**src/hdl/pearson_template_matcher_assert.svh**
```systemverilog
// Assertion macros for the Pearson template matcher.
// Included by the back end, which checks its own control logic.
`ifndef PEARSON_TEMPLATE_MATCHER_ASSERT_SVH
`define PEARSON_TEMPLATE_MATCHER_ASSERT_SVH

// same-cycle implication
`define PTM_ASSERT_IMPLY(label, clk, rstn, pre, post) \
  label: assert property (@(posedge clk) disable iff (!rstn) (pre) |-> (post)) \
    else $error("ptm assertion failed");

// next-cycle implication
`define PTM_ASSERT_NEXT(label, clk, rstn, pre, post) \
  label: assert property (@(posedge clk) disable iff (!rstn) (pre) |=> (post)) \
    else $error("ptm assertion failed");

`endif

```
**src/hdl/ptm_pkg.sv**
```systemverilog
// Shared types and constants of the Pearson template matcher.
// No dependencies; used by every module of the block.
package ptm_pkg;

  localparam int unsigned MAX_TAPS_DFLT    = 16;
  localparam int unsigned SAMPLE_BITS_DFLT = 16;
  localparam int unsigned INDEX_BITS_DFLT  = 16;

  localparam int unsigned TL_W       = 5;
  localparam int unsigned THR_W      = 16;
  localparam int unsigned TAP_W      = 4;
  localparam int unsigned VAL_W      = 16;
  localparam int unsigned WIN_IDX_W  = 16;
  localparam int unsigned CORR_W     = 16;
  localparam int unsigned CFG_IDX_W  = 1;
  localparam int unsigned CFG_DATA_W = 16;

  localparam int unsigned Q_BITS           = 15;
  localparam int unsigned Q_FRAC           = 14;
  localparam int unsigned CORR_ONE         = 16384;
  localparam int unsigned CORR_SCALE_SHIFT = 30;
  localparam int unsigned MUL_DIGIT_BITS   = 8;

  localparam logic [CFG_IDX_W-1:0] REG_TEMPLATE_LENGTH = 1'b0;
  localparam logic [CFG_IDX_W-1:0] REG_THRESHOLD       = 1'b1;

  localparam logic ACT_LOAD   = 1'b0;
  localparam logic ACT_SAMPLE = 1'b1;

  localparam logic [TL_W-1:0] TL_RESET = 5'd16;

  typedef struct packed {
    logic                    action;
    logic [TAP_W-1:0]        tap_index;
    logic signed [VAL_W-1:0] sample_value;
  } in_item_t;

  typedef struct packed {
    logic [WIN_IDX_W-1:0]     window_index;
    logic signed [CORR_W-1:0] correlation;
  } out_item_t;

  typedef enum logic [1:0] {
    OP_LOAD,
    OP_RESTART,
    OP_SAMPLE
  } op_kind_e;

  typedef struct packed {
    op_kind_e         kind;
    logic [TAP_W-1:0] tap;
    logic [VAL_W-1:0] value;
  } op_t;

endpackage

```
**src/hdl/ptm_front.sv**
```systemverilog
// Front end of the matcher: input queue that classifies each item on entry.
// Depends on ptm_pkg.
module ptm_front #(
  parameter int unsigned MAX_TAPS = ptm_pkg::MAX_TAPS_DFLT
) (
  input  logic              clk_i,
  input  logic              rst_ni,
  input  logic              push_i,
  output logic              full_o,
  input  ptm_pkg::in_item_t item_i,
  output logic              op_valid_o,
  input  logic              op_ready_i,
  output ptm_pkg::op_t      op_o
);
  import ptm_pkg::*;

  localparam int unsigned Depth = 2;

  op_t        ent_q [Depth];
  logic       wr_q, rd_q;
  logic [1:0] cnt_q;
  op_t        op_new;
  logic       do_push, do_pop;

  always_comb begin
    op_new.tap   = item_i.tap_index;
    op_new.value = $unsigned(item_i.sample_value);
    if (item_i.action == ACT_SAMPLE) begin
      op_new.kind = OP_SAMPLE;
    end else if (int'(item_i.tap_index) < int'(MAX_TAPS)) begin
      op_new.kind = OP_LOAD;
    end else begin
      op_new.kind = OP_RESTART;
    end
  end

  assign full_o     = (cnt_q == 2'(Depth));
  assign op_valid_o = (cnt_q != 2'd0);
  assign op_o       = ent_q[rd_q];
  assign do_push    = push_i && !full_o;
  assign do_pop     = op_valid_o && op_ready_i;

  always_ff @(posedge clk_i) begin
    if (do_push) begin
      ent_q[wr_q] <= op_new;
    end
  end

  always_ff @(posedge clk_i or negedge rst_ni) begin
    if (!rst_ni) begin
      wr_q  <= 1'b0;
      rd_q  <= 1'b0;
      cnt_q <= 2'd0;
    end else begin
      if (do_push) begin
        wr_q <= ~wr_q;
      end
      if (do_pop) begin
        rd_q <= ~rd_q;
      end
      case ({do_push, do_pop})
        2'b10:   cnt_q <= cnt_q + 2'd1;
        2'b01:   cnt_q <= cnt_q - 2'd1;
        default: cnt_q <= cnt_q;
      endcase
    end
  end

endmodule

```
**config.mk**
```make
export PLATFORM = sky130hd
export DESIGN_NAME = ptm_front
export DESIGN_NICKNAME = d
export VERILOG_FILES = /design/src/hdl/pearson_template_matcher_assert.svh /design/src/hdl/ptm_pkg.sv /design/src/hdl/ptm_front.sv
export SDC_FILE = /design/constraint.sdc
export NUM_CORES = 1
export LEC_CHECK = 0
export BUFFER_PORTS_ARGS = -buffer_cell sky130_fd_sc_hd__buf_2
export CAP_MARGIN = 20
export CORE_UTILIZATION = 45
export DETAILED_ROUTE_END_ITERATION = 7
export PLACE_DENSITY = 0.71
export SETUP_SLACK_MARGIN = 0.5
export SKIP_CTS_REPAIR_TIMING = 1
export SLEW_MARGIN = 10
export SYNTH_ARGS = -nofsm -noshare
export SYNTH_HDL_FRONTEND = slang
export SYNTH_SLANG_ARGS = --single-unit
```
**constraint.sdc**
```tcl
create_clock -name clk_i -period 5.38 [get_ports clk_i]
set_clock_uncertainty 0.1 [all_clocks]
set_input_delay 0.807 -clock clk_i [delete_from_list [all_inputs] [get_ports clk_i]]
set_output_delay 0.807 -clock clk_i [all_outputs]
set_load 0.05 [all_outputs]
```
==> results of run 1 <==
-- cells by family (layout without fill, tap and decap cells) --
kind of cell,after synthesis,count (layout),synth area share (%)
other,1,1,0.2177
buffers and inverters,4,57,1.525
XOR/XNOR,5,5,2.542
AND/OR/NAND/NOR,7,7,2.252
multiplexers,21,21,13.73
adder cells (fa/ha/maj),1,1,0.7261
flip-flops,46,46,79.01
-- critical path, delay by kind of cell, from the launching register on --
family                 cells  cell delay [ns]
DFF                        1             0.96
muxes                      1             0.42
buffers and inverters      1             0.21
-- where the power goes --
part | switching, W | leakage, nW | total [W] | internal (W)
clock network | 0.000101 | 0.0426 | 0.000190 | 0.0000892
logic | 0.000396 | 0.330 | 0.000567 | 0.000171
registers | 0.0000586 | 0.437 | 0.000551 | 0.000492
-- cells in the mapped netlist --
library cell | count | area share (%)
nand2b_1 | 1 | 0.36
nor2_1 | 2 | 0.44
dfrtp_1 | 4 | 5.8
or2_1 | 1 | 0.36
and2_4 | 1 | 0.51
buf_4 | 3 | 1.3
ha_1 | 1 | 0.73
edfxtp_1 | 42 | 73
and3_1 | 1 | 0.36
inv_1 | 1 | 0.22
mux2_2 | 21 | 14
nand2_1 | 1 | 0.22
conb_1 | 1 | 0.22
xor2_1 | 2 | 1.0
xnor2_1 | 3 | 1.5
-- path summary, 6_finish.rpt --
check | endpoint | depth (start not counted) | from | slack, ns
hold / removal | rd_q$_DFFE_PN0P_ | 1 | rst_ni | 0.21
max in group asynchronous | wr_q$_DFFE_PN0P_ | 1 | rst_ni | 4.85
min in group clk_i | cnt_q[1]$_DFFE_PN0P_ | 1 | cnt_q[1]$_DFFE_PN0P_ | 0.42
setup reg to reg | ent_q[1][13]$_DFFE_PP_ | 2 | cnt_q[0]$_DFFE_PN0P_ | 3.53
setup / recovery | op_o[19] | 2 | rd_q$_DFFE_PN0P_ | 2.59
hold reg to reg | cnt_q[1]$_DFFE_PN0P_ | 1 | cnt_q[1]$_DFFE_PN0P_ | 0.42
-- layout by cell type (no fill, tap or decap) --
master,count
buf_2,47
and3_1,1
clkbuf_1,1
nor2_2,1
buf_8,1
clkbuf_8,5
or2_1,1
nand2b_1,1
nand2_1,1
edfxtp_1,42
dfrtp_1,4
nor2_1,1
and2_4,1
mux2_2,21
clkinv_1,1
conb_1,1
xor2_1,2
ha_1,1
xnor2_1,3
inv_1,1
clkinv_2,1
-- area by class of cell --
cell class | instances | area (sq um)
clock inverter | 2 | 8.758
inverter | 1 | 3.754
sequential | 46 | 1361
clock buffer | 6 | 72.57
fill | 294 | 1567
timing repair buffer | 48 | 250.2
tap | 48 | 60.06
multi-input combinational | 35 | 337.8
-- routing by layer --
layer | share of wire, % | up-vias | global-route usage [%] | routed length [um]
met2 | 50 | 38 | 22.74 | 1266
met5 | 0 | - | 0 | 0
met3 | 7.3 | 2 | 4.464 | 185
met1 | 41 | 416 | 15.29 | 1045
li1 | - | 423 | - | -
met4 | 0.91 | 0 | 5.114 | 23
-- state kept, by name, summed over array words and instances (netlist names) --
signal and count:
cnt_q 2, ent_q 42, rd_q 1, wr_q 1
-- metrics by stage --
| step | setup slack [ns] | hold WS, ns | instances | instance area, sq um |
|---|---|---|---|---|
| after floorplan | 3.080 | 0.3564 | 85 | 1723 |
| after global placement | 2.916 | 0.3722 | 177 | 1998 |
| after detailed placement | 2.897 | 0.4056 | 177 | 1998 |
| after CTS | 2.570 | 0.2031 | 185 | 2079 |
| after global routing | 2.496 | 0.1990 | 186 | 2095 |
| final | 2.592 | 0.2068 | 186 | 2095 |
==> run_results.csv, run 1 <==
group,metric,value,unit
synth,synth_warnings,0,
clock_tree,clockRootBuffer,"clkbuf_8",
global_routing,grt_pass1_vias,901,
synth,ys_seq_area_share,79.01,%
run,maxCapViolCount,0,
sta,worstMarginPinSlew,0.9387,ns
clock_tree,clock_path_buffers,2,
critical_path,start_kind,"flip-flop",
route,vias,879,
sta,rsz0062_at_grt,"no",
layout,synthToLayoutAreaGrowth,21.57,%
clock_tree,numCtsBuffers,5,
critical_path,path_cells,"mux2_2 > buf_2",
sta,slew-limit-headroom,37.42,%
sta,fin_crit,2.788,ns
synth,ys_ff_latch,46,
clock_tree,h-tree-depth,2,
floorplanning,dieArea,4080,sq um
layout,drive_above_1_share,55.80,%
power,power_density,624.3,nW/um^2
floorplanning,row_count,22,
route,vias_per_cell,4.726,
synth,synth_nets,111,
global_routing,antenna_found_initial,0,
critical_path,crit_type,"reg2out",
synth,avgSynthCellArea,20.27,sq um
sta,fin_setup_tns,0,ns
power,ir_drop,0.3049,mV
route,wl_per_cell,13.55,um
sta,slew_violations,0,
floorplanning,die_height,63.88,um
critical_path,crit_fanout,22,
hold_path,hp-class,"in2async",
floorplanning,coreArea,3661,sq um
global_routing,grt-ovfl-total,0,
clock_tree,cts_tree,"yes",
route,drt_iter0_drc,22,
route,wl,2521,um
synth,synthCells,85,
route,drcViolationCount,0,
critical_path,crit_slowest_cell,"dfrtp_1",
sta,fmax,358.7,MHz
place,place_congestion,0.6634,
power,finalPower,0.001308,W
floorplanning,start_util,47.06,%
layout,fin_nets,163,
critical_path,cp.required,4.47,ns
route,first_pass_iters,4,
clock_tree,clkTransAtPathRegs,0.08,ns
power,leakage,0.8097,nW
sta,finalHoldViolCount,0,
place,post-dp-hpwl,1672,um
layout,diodes,0,
clock_tree,insertion_delay,0.28,ns
clock_tree,cts.sinks,46,
floorplanning,fp.dieW,63.88,um
status,status,"completed",
synth,synth_cell_type_count,15,
sta,timing.final.crit_share,51.82,%
floorplanning,ios,49,
layout,finish.utilization,57.21,%
sta,setup_viol,0,
critical_path,endpoint_kind,"output port",
global_routing,grt_max_degree,23,
global_routing,track_usage,13.28,%
route,ant_nets,0,
global_routing,grt_pass1_wl,4008,um
critical_path,arrival,1.88,ns
critical_path,critical_path.max_stage_delay,0.96,ns
synth,syn_area,1723,sq um
place,io_buffer_count,47,
Note: power is estimated with default switching activity, not from simulation.
==> run 2, diff against run 1 <==
ABC_AREA = 1   (was unset)
PLACE_DENSITY = 0.7   (was 0.71)
clock period = 2.7 ns   (was 5.38 ns; I/O delays follow)
==> run 2 against run 1 <==
  * First-iteration DRC count rose by 86%
  * Highest routed layer unchanged
  * Area after synthesis up 1.9%
  * Sequential share of layout area fell by 1.3 points
  * Design area rose by 2.0%
  * Largest cell class unchanged
==> run_results.csv, run 2 <==
group,metric,value,unit
status,status,"completed",
synth,synthTopCellsByArea,"edfxtp_1 72%, nand2_1 16%, dfrtp_1 5.7%",
synth,synthFlopType,"edfxtp_1",
synth,ys_ff_latch,46,
layout,layout.cells.most_common,"nand2_1",
floorplanning,fp.dieW,64.46,um
route,first_pass_iters,4,
critical_path,crit_type,"reg2out",
route,vias,1136,
critical_path,crit_family,"buffers and inverters",
floorplanning,ios,49,
synth,synthCells,143,
critical_path,cp_common_cell,"nand2_1",
synth,synth_warnings,0,
synth,yosysMostFrequentCell,"nand2_1",
global_routing,grt_pass1_vias,1026,
floorplanning,coreArea,3689,sq um
clock_tree,clock_path_buffers,2,
layout,finalNonFillerCells,244,
sta,finalHoldViolCount,0,
route,vias_per_cell,4.656,
clock_tree,clockRootBuffer,"clkbuf_8",
critical_path,worstReg2RegEnd,"ent_q[0][6]$_DFFE_PP_",
critical_path,cp.required,2.19,ns
place,post-dp-hpwl,2066,um
layout,fillers,315,
clock_tree,h-tree-depth,2,
layout,synthToLayoutAreaGrowth,21.67,%
sta,fmax,508.0,MHz
route,ant_nets,0,
global_routing,grt-ovfl-total,0,
route,drcViolationCount,0,
clock_tree,cts.sinks,46,
critical_path,r2r_slack,0.91,ns
sta,timing.final.crit_share,72.90,%
synth,ys_seq_area_share,77.55,%
sta,slew-limit-headroom,44.37,%
floorplanning,start_util,47.59,%
hold_path,hp-class,"in2reg",
place,dp.cells,235,
synth,yosys.area.top_type,"edfxtp_1",
route,wl,2941,um
global_routing,track_usage,15.35,%
synth,synth_top_area_share,71.85,%
critical_path,arrival,1.46,ns
run,maxCapViolCount,0,
synth,synth_nets,169,
clock_tree,cts_tree,"yes",
sta,slew_violations,0,
clock_tree,insertion_delay,0.29,ns
critical_path,r2r-start,"cnt_q[1]$_DFFE_PN0P_",
global_routing,antenna_found_initial,0,
layout,drive_above_1_share,29.59,%
critical_path,cp.depth,4,
layout,top_register,"ent_q",
sta,fin_setup_tns,0,ns
critical_path,reg2regPathDepth,5,
clock_tree,numCtsBuffers,5,
clock_tree,clkTransAtPathRegs,0.07,ns
critical_path,path_cells,"clkinvlp_4 > nand2_1 > nand2_1 > buf_2",
hold_path,min_from,"item_i[3]",
sta,hold_slack,0.2012,ns
global_routing,grt_pass1_wl,4554,um
critical_path,crit_fanout,22,
critical_path,crit_slowest_cell,"dfrtp_1",
hold_path,hold_depth,1,
floorplanning,row_count,22,
global_routing,grt_max_degree,23,
layout,fin_nets,221,
synth,synth_cell_type_count,14,
sta,fin_crit,1.968,ns
layout,largest_reg_flops,42,
critical_path,crit_buf_inv,2,
critical_path,start_kind,"flip-flop",
sta,rsz0062_at_grt,"no",
sta,setup_viol,0,
synth,async_flop_share,8.696,%
sta,worstMarginPinSlew,0.8335,ns
synth,synthTopCellsByCount,"73 x nand2_1, 42 x edfxtp_1, 8 x inv_1, 4 x buf_2, 4 x dfrtp_1",
place,place_congestion,0.7819,
synth,avgSynthCellArea,12.28,sq um
place,io_buffer_count,47,
layout,largestRegisters,"ent_q x42, cnt_q x2",
critical_path,cp-startpoint,"rd_q$_DFFE_PN0P_",
floorplanning,dieArea,4154,sq um
route,drt_iter0_drc,41,
critical_path,endpoint_kind,"output port",
synth,synth_edf_count,42,
critical_path,critical_path.max_stage_delay,0.39,ns
layout,diodes,0,
synth,syn_area,1755,sq um
layout,mostFrequentLayoutCells,"73 x nand2_1, 47 x buf_2, 42 x edfxtp_1",
hold_path,hold_end,"ent_q[1][3]$_DFFE_PP_",
route,wl_per_cell,12.05,um
floorplanning,die_height,64.46,um
run 2: changes by cell type in the layout (fill, tap and decap cells not counted), sizes merged, moves of 2 or more:
cell / previous run / this run
nand2: 1 / 73
xor2: 2 / 0
mux2: 21 / 0
xnor2: 3 / 1
inv: 1 / 8
nand3: 0 / 3
run 2: cell families (layout without fill, tap and decap cells):
kind of cell	after synthesis	count (layout)	share of synthesized area, %
XOR/XNOR	1	1	0.4990
AND/OR/NAND/NOR	79	79	17.25
adder cells (fa/ha/maj)	1	1	0.7126
other	1	1	0.2136
flip-flops	46	46	77.55
buffers and inverters	14	67	3.493
AO/OA/AOI/OAI	1	1	0.2848
run 2: per-layer routing:
layer | GRT usage [%] | wire, um | vias to the layer above
li1 | - | - | 570
met1 | 17.91 | 1265 | 512
met2 | 25.66 | 1426 | 46
met3 | 4.225 | 171 | 8
met4 | 8.333 | 78 | 0
met5 | 0 | 0 | -
run 2: worst register-to-register path, stage by stage (launching register included):
cell and delay, ns:
dfrtp_1 0.38, inv_1 0.11, nor2_1 0.06, inv_1 0.05, nand3_1 0.08, inv_1 0.63
run 2: final cells by class:
cell class / instances / area, sq um / area share (%)
well taps: 48 / 60.06 / 2.812
inverters: 9 / 37.54 / 1.757
repair buffers: 50 / 260.3 / 12.19
multi-input cells: 83 / 335.3 / 15.70
clock buffers: 6 / 72.57 / 3.398
flip-flops and latches: 46 / 1361 / 63.74
clock inverters: 2 / 8.758 / 0.4101
run 2: worst max-delay path by stage:
stage,slack (ns),endpoint
floorplan,0.69,ent_q[0][0]$_DFFE_PP_
global placement,0.90,op_o[19]
detailed placement,0.85,op_o[3]
CTS,0.52,op_o[3]
global route,0.61,op_o[18]
finish,0.73,op_o[3]
run 2: metrics by stage:
step / cell area, sq um / util, % / setup WS (ns)
floorplan: 1755 / - / 0.6912
global placement: 2041 / 55.33 / 0.8982
detailed placement: 2041 / 55.33 / 0.8484
CTS: 2122 / 57.53 / 0.5235
global route: 2136 / 57.90 / 0.6051
finish: 2136 / 57.90 / 0.7317
Power of run 2 is left out: the tool's default activity adds up to more than one toggle a clock period on the data nets, which glitch-free logic cannot reach.
==> run 3, diff against run 2 <==
ABC_AREA = 0   (was 1)
PLACE_DENSITY = 0.73   (was 0.7)
clock period = 1.77 ns   (was 2.7 ns; I/O delays follow)
==> run 3 against run 2 <==
  * The flow now finishes with violations (negative setup slack)
  * Design area rose by 24%
  * Routed wire length rose by 16%
  * Cell count fell by 16%
  * Register-to-register slack got worse by 0.69 ns
  * Sequential share of layout area fell by 12 points
  * Flip-flop and latch count did not move
  * Count of clock-buffer cells in the layout fell by 1
  * Die area fell by 1.8%
  * Worst hold slack got worse by 0.14 ns
==> run_results.csv, run 3 (synthesis gave the netlist of run 1 again) <==
group,metric,value,unit
status,status,"finished with violations",
status,violations,"negative setup slack",
layout,mostFrequentLayoutCells,"42 x edfxtp_1, 24 x buf_2, 20 x mux2_4",
hold_path,hp-class,"in2reg",
power,power.switching,0.002036,W
place,post-dp-hpwl,1860,um
critical_path,path_cells,"clkbuf_16 > mux2_4 > buf_6",
place,place_congestion,0.6059,
power,pwr-share-comb,57.6,%
sta,setup_slack,-0.001322,ns
sta,finalHoldViolCount,0,
hold_path,hold_depth,1,
floorplanning,dieArea,4080,sq um
floorplanning,row_count,22,
place,placed_area,2130,sq um
sta,rsz0062_at_grt,"yes",
clock_tree,h-tree-depth,2,
sta,setup_viol,2,
layout,largest_reg_flops,42,
critical_path,endpoint_kind,"output port",
clock_tree,clock_path_buffers,2,
floorplanning,ios,49,
power,power_density,1986,nW/um^2
critical_path,worstReg2RegEnd,"cnt_q[1]$_DFFE_PN0P_",
route,drcViolationCount,0,
power,p_clk_share,11.4,%
route,ant_nets,0,
sta,fin_crit,1.771,ns
layout,final_cell_area,2650,sq um
clock_tree,clockRootBuffer,"clkbuf_8",
global_routing,track_usage,13.78,%
global_routing,grt_pass1_vias,825,
clock_tree,insertion_delay,0.29,ns
route,wl,3407,um
global_routing,grt_max_degree,23,
layout,drive_above_1_share,66.67,%
critical_path,arrival,1.41,ns
power,p_sw_share,38.69,%
place,io_buffer_count,47,
place,place_ws,0.1871,ns
critical_path,crit_type,"reg2out",
layout,diodes,0,
hold_path,hold_end,"ent_q[0][16]$_DFFE_PP_",
critical_path,reg2regPathDepth,6,
critical_path,crit_slowest_cell,"dfrtp_2",
floorplanning,coreArea,3661,sq um
clock_tree,cts.sinks,46,
run,maxCapViolCount,0,
layout,fillers,230,
layout,top_register,"ent_q",
route,drt_iter0_drc,46,
critical_path,start_kind,"flip-flop",
route,wl_per_cell,16.70,um
layout,fin_nets,181,
power,ir_drop,1.425,mV
critical_path,critical_path.max_stage_delay,0.47,ns
route,vias,1009,
critical_path,cp.required,1.40,ns
critical_path,r2r_slack,0.22,ns
floorplanning,fp.dieW,63.88,um
layout,layout.cells.most_common,"edfxtp_1",
critical_path,crit_fanout,6,
clock_tree,cts_tree,"yes",
power,pwr-share-seq,31.0,%
route,first_pass_iters,4,
floorplanning,start_util,47.06,%
power,leakage,1.094,nW
critical_path,r2r-start,"cnt_q[1]$_DFFE_PN0P_",
sta,slew_violations,0,
clock_tree,numCtsBuffers,5,
sta,fmax,564.6,MHz
power,internal-power,0.003227,W
global_routing,antenna_found_initial,0,
floorplanning,die_height,63.88,um
global_routing,grt-ovfl-total,0,
clock_tree,clkTransAtPathRegs,0.08,ns
layout,synthToLayoutAreaGrowth,53.81,%
sta,timing.final.crit_share,100.1,%
global_routing,grt_pass1_wl,4036,um
layout,largestRegisters,"ent_q x42, cnt_q x2",
route,vias_per_cell,4.946,
hold_path,min_from,"item_i[16]",
==> run 3: cell count changes in the layout (fill, tap and decap cells not counted), sizes merged, moves of 2 or more <==
cell	before	now
inv	8	1
nand2	73	1
clkbuf	6	8
xor2	0	2
xnor2	1	3
nand3	3	0
and3	0	4
mux2	0	21
buf	49	59
==> run 3: cell type report <==
class | instances | area [sq um] | share of cell area, %
flip-flops and latches | 46 | 1363 | 51.42
repair buffers | 63 | 634.4 | 23.94
multi-input cells | 38 | 504.2 | 19.03
clock buffers | 5 | 68.82 | 2.597
well taps | 48 | 60.06 | 2.266
clock inverters | 3 | 16.27 | 0.6138
inverters | 1 | 3.754 | 0.1416
==> run 3: how the worst max path moves through the flow <==
stage                         startpoint                   end  slack, ns  cells past startpoint
floorplan           cnt_q[0]$_DFFE_PN0P_  cnt_q[1]$_DFFE_PN0P_       0.15                      6
global placement    cnt_q[0]$_DFFE_PN0P_  cnt_q[1]$_DFFE_PN0P_       0.25                      6
detailed placement  cnt_q[0]$_DFFE_PN0P_  cnt_q[1]$_DFFE_PN0P_       0.19                      6
CTS                     rd_q$_DFFE_PN0P_              op_o[21]      -0.06                      3
global route            rd_q$_DFFE_PN0P_               op_o[8]      -0.04                      3
finish                  rd_q$_DFFE_PN0P_              op_o[19]     -0.001                      3
==> run 3: power by group through the flow <==
stage | combinational (W) | sequential (W) | clock [W]
3_3_place_gp | 0.00204 | 0.00160 | 0
4_1_cts | 0.00208 | 0.00160 | 0.000609
6_report | 0.00303 | 0.00163 | 0.000599
2_1_floorplan | 0.00171 | 0.00160 | 0
5_1_grt | 0.00313 | 0.00166 | 0.000653
3_5_place_dp | 0.00208 | 0.00162 | 0
==> run 3: metal layers <==
layer,global-route usage [%],vias up,share of wire [%]
li1,-,466,-
met1,16.83,511,41
met2,22.34,27,54
met3,5.000,5,3.3
met4,5.114,0,1.1
met5,0,-,0
==> run 3: metrics by stage <==
| stage | total power [W] | TNS [ns] | util (%) | instances | hold slack, ns |
|---|---|---|---|---|---|
| finish | 0.005264 | -0.002238 | 72.39 | 204 | 0.05882 |
| CTS | 0.004288 | -0.2426 | 60.49 | 188 | -0.3387 |
| detailed placement | 0.003702 | 0 | 58.17 | 180 | -0.02326 |
| global placement | 0.003646 | 0 | 58.17 | 180 | -0.02656 |
| floorplan | 0.003312 | 0 | - | 85 | -0.1301 |
| global route | 0.005449 | -0.5638 | 72.39 | 204 | 0.04455 |
==> run 3: worst max-delay path, delay by kind of cell, from the launching register on <==
family	cells	cell delay, ns
DFF	1	0.47
buffers and inverters	2	0.34
muxes	1	0.30
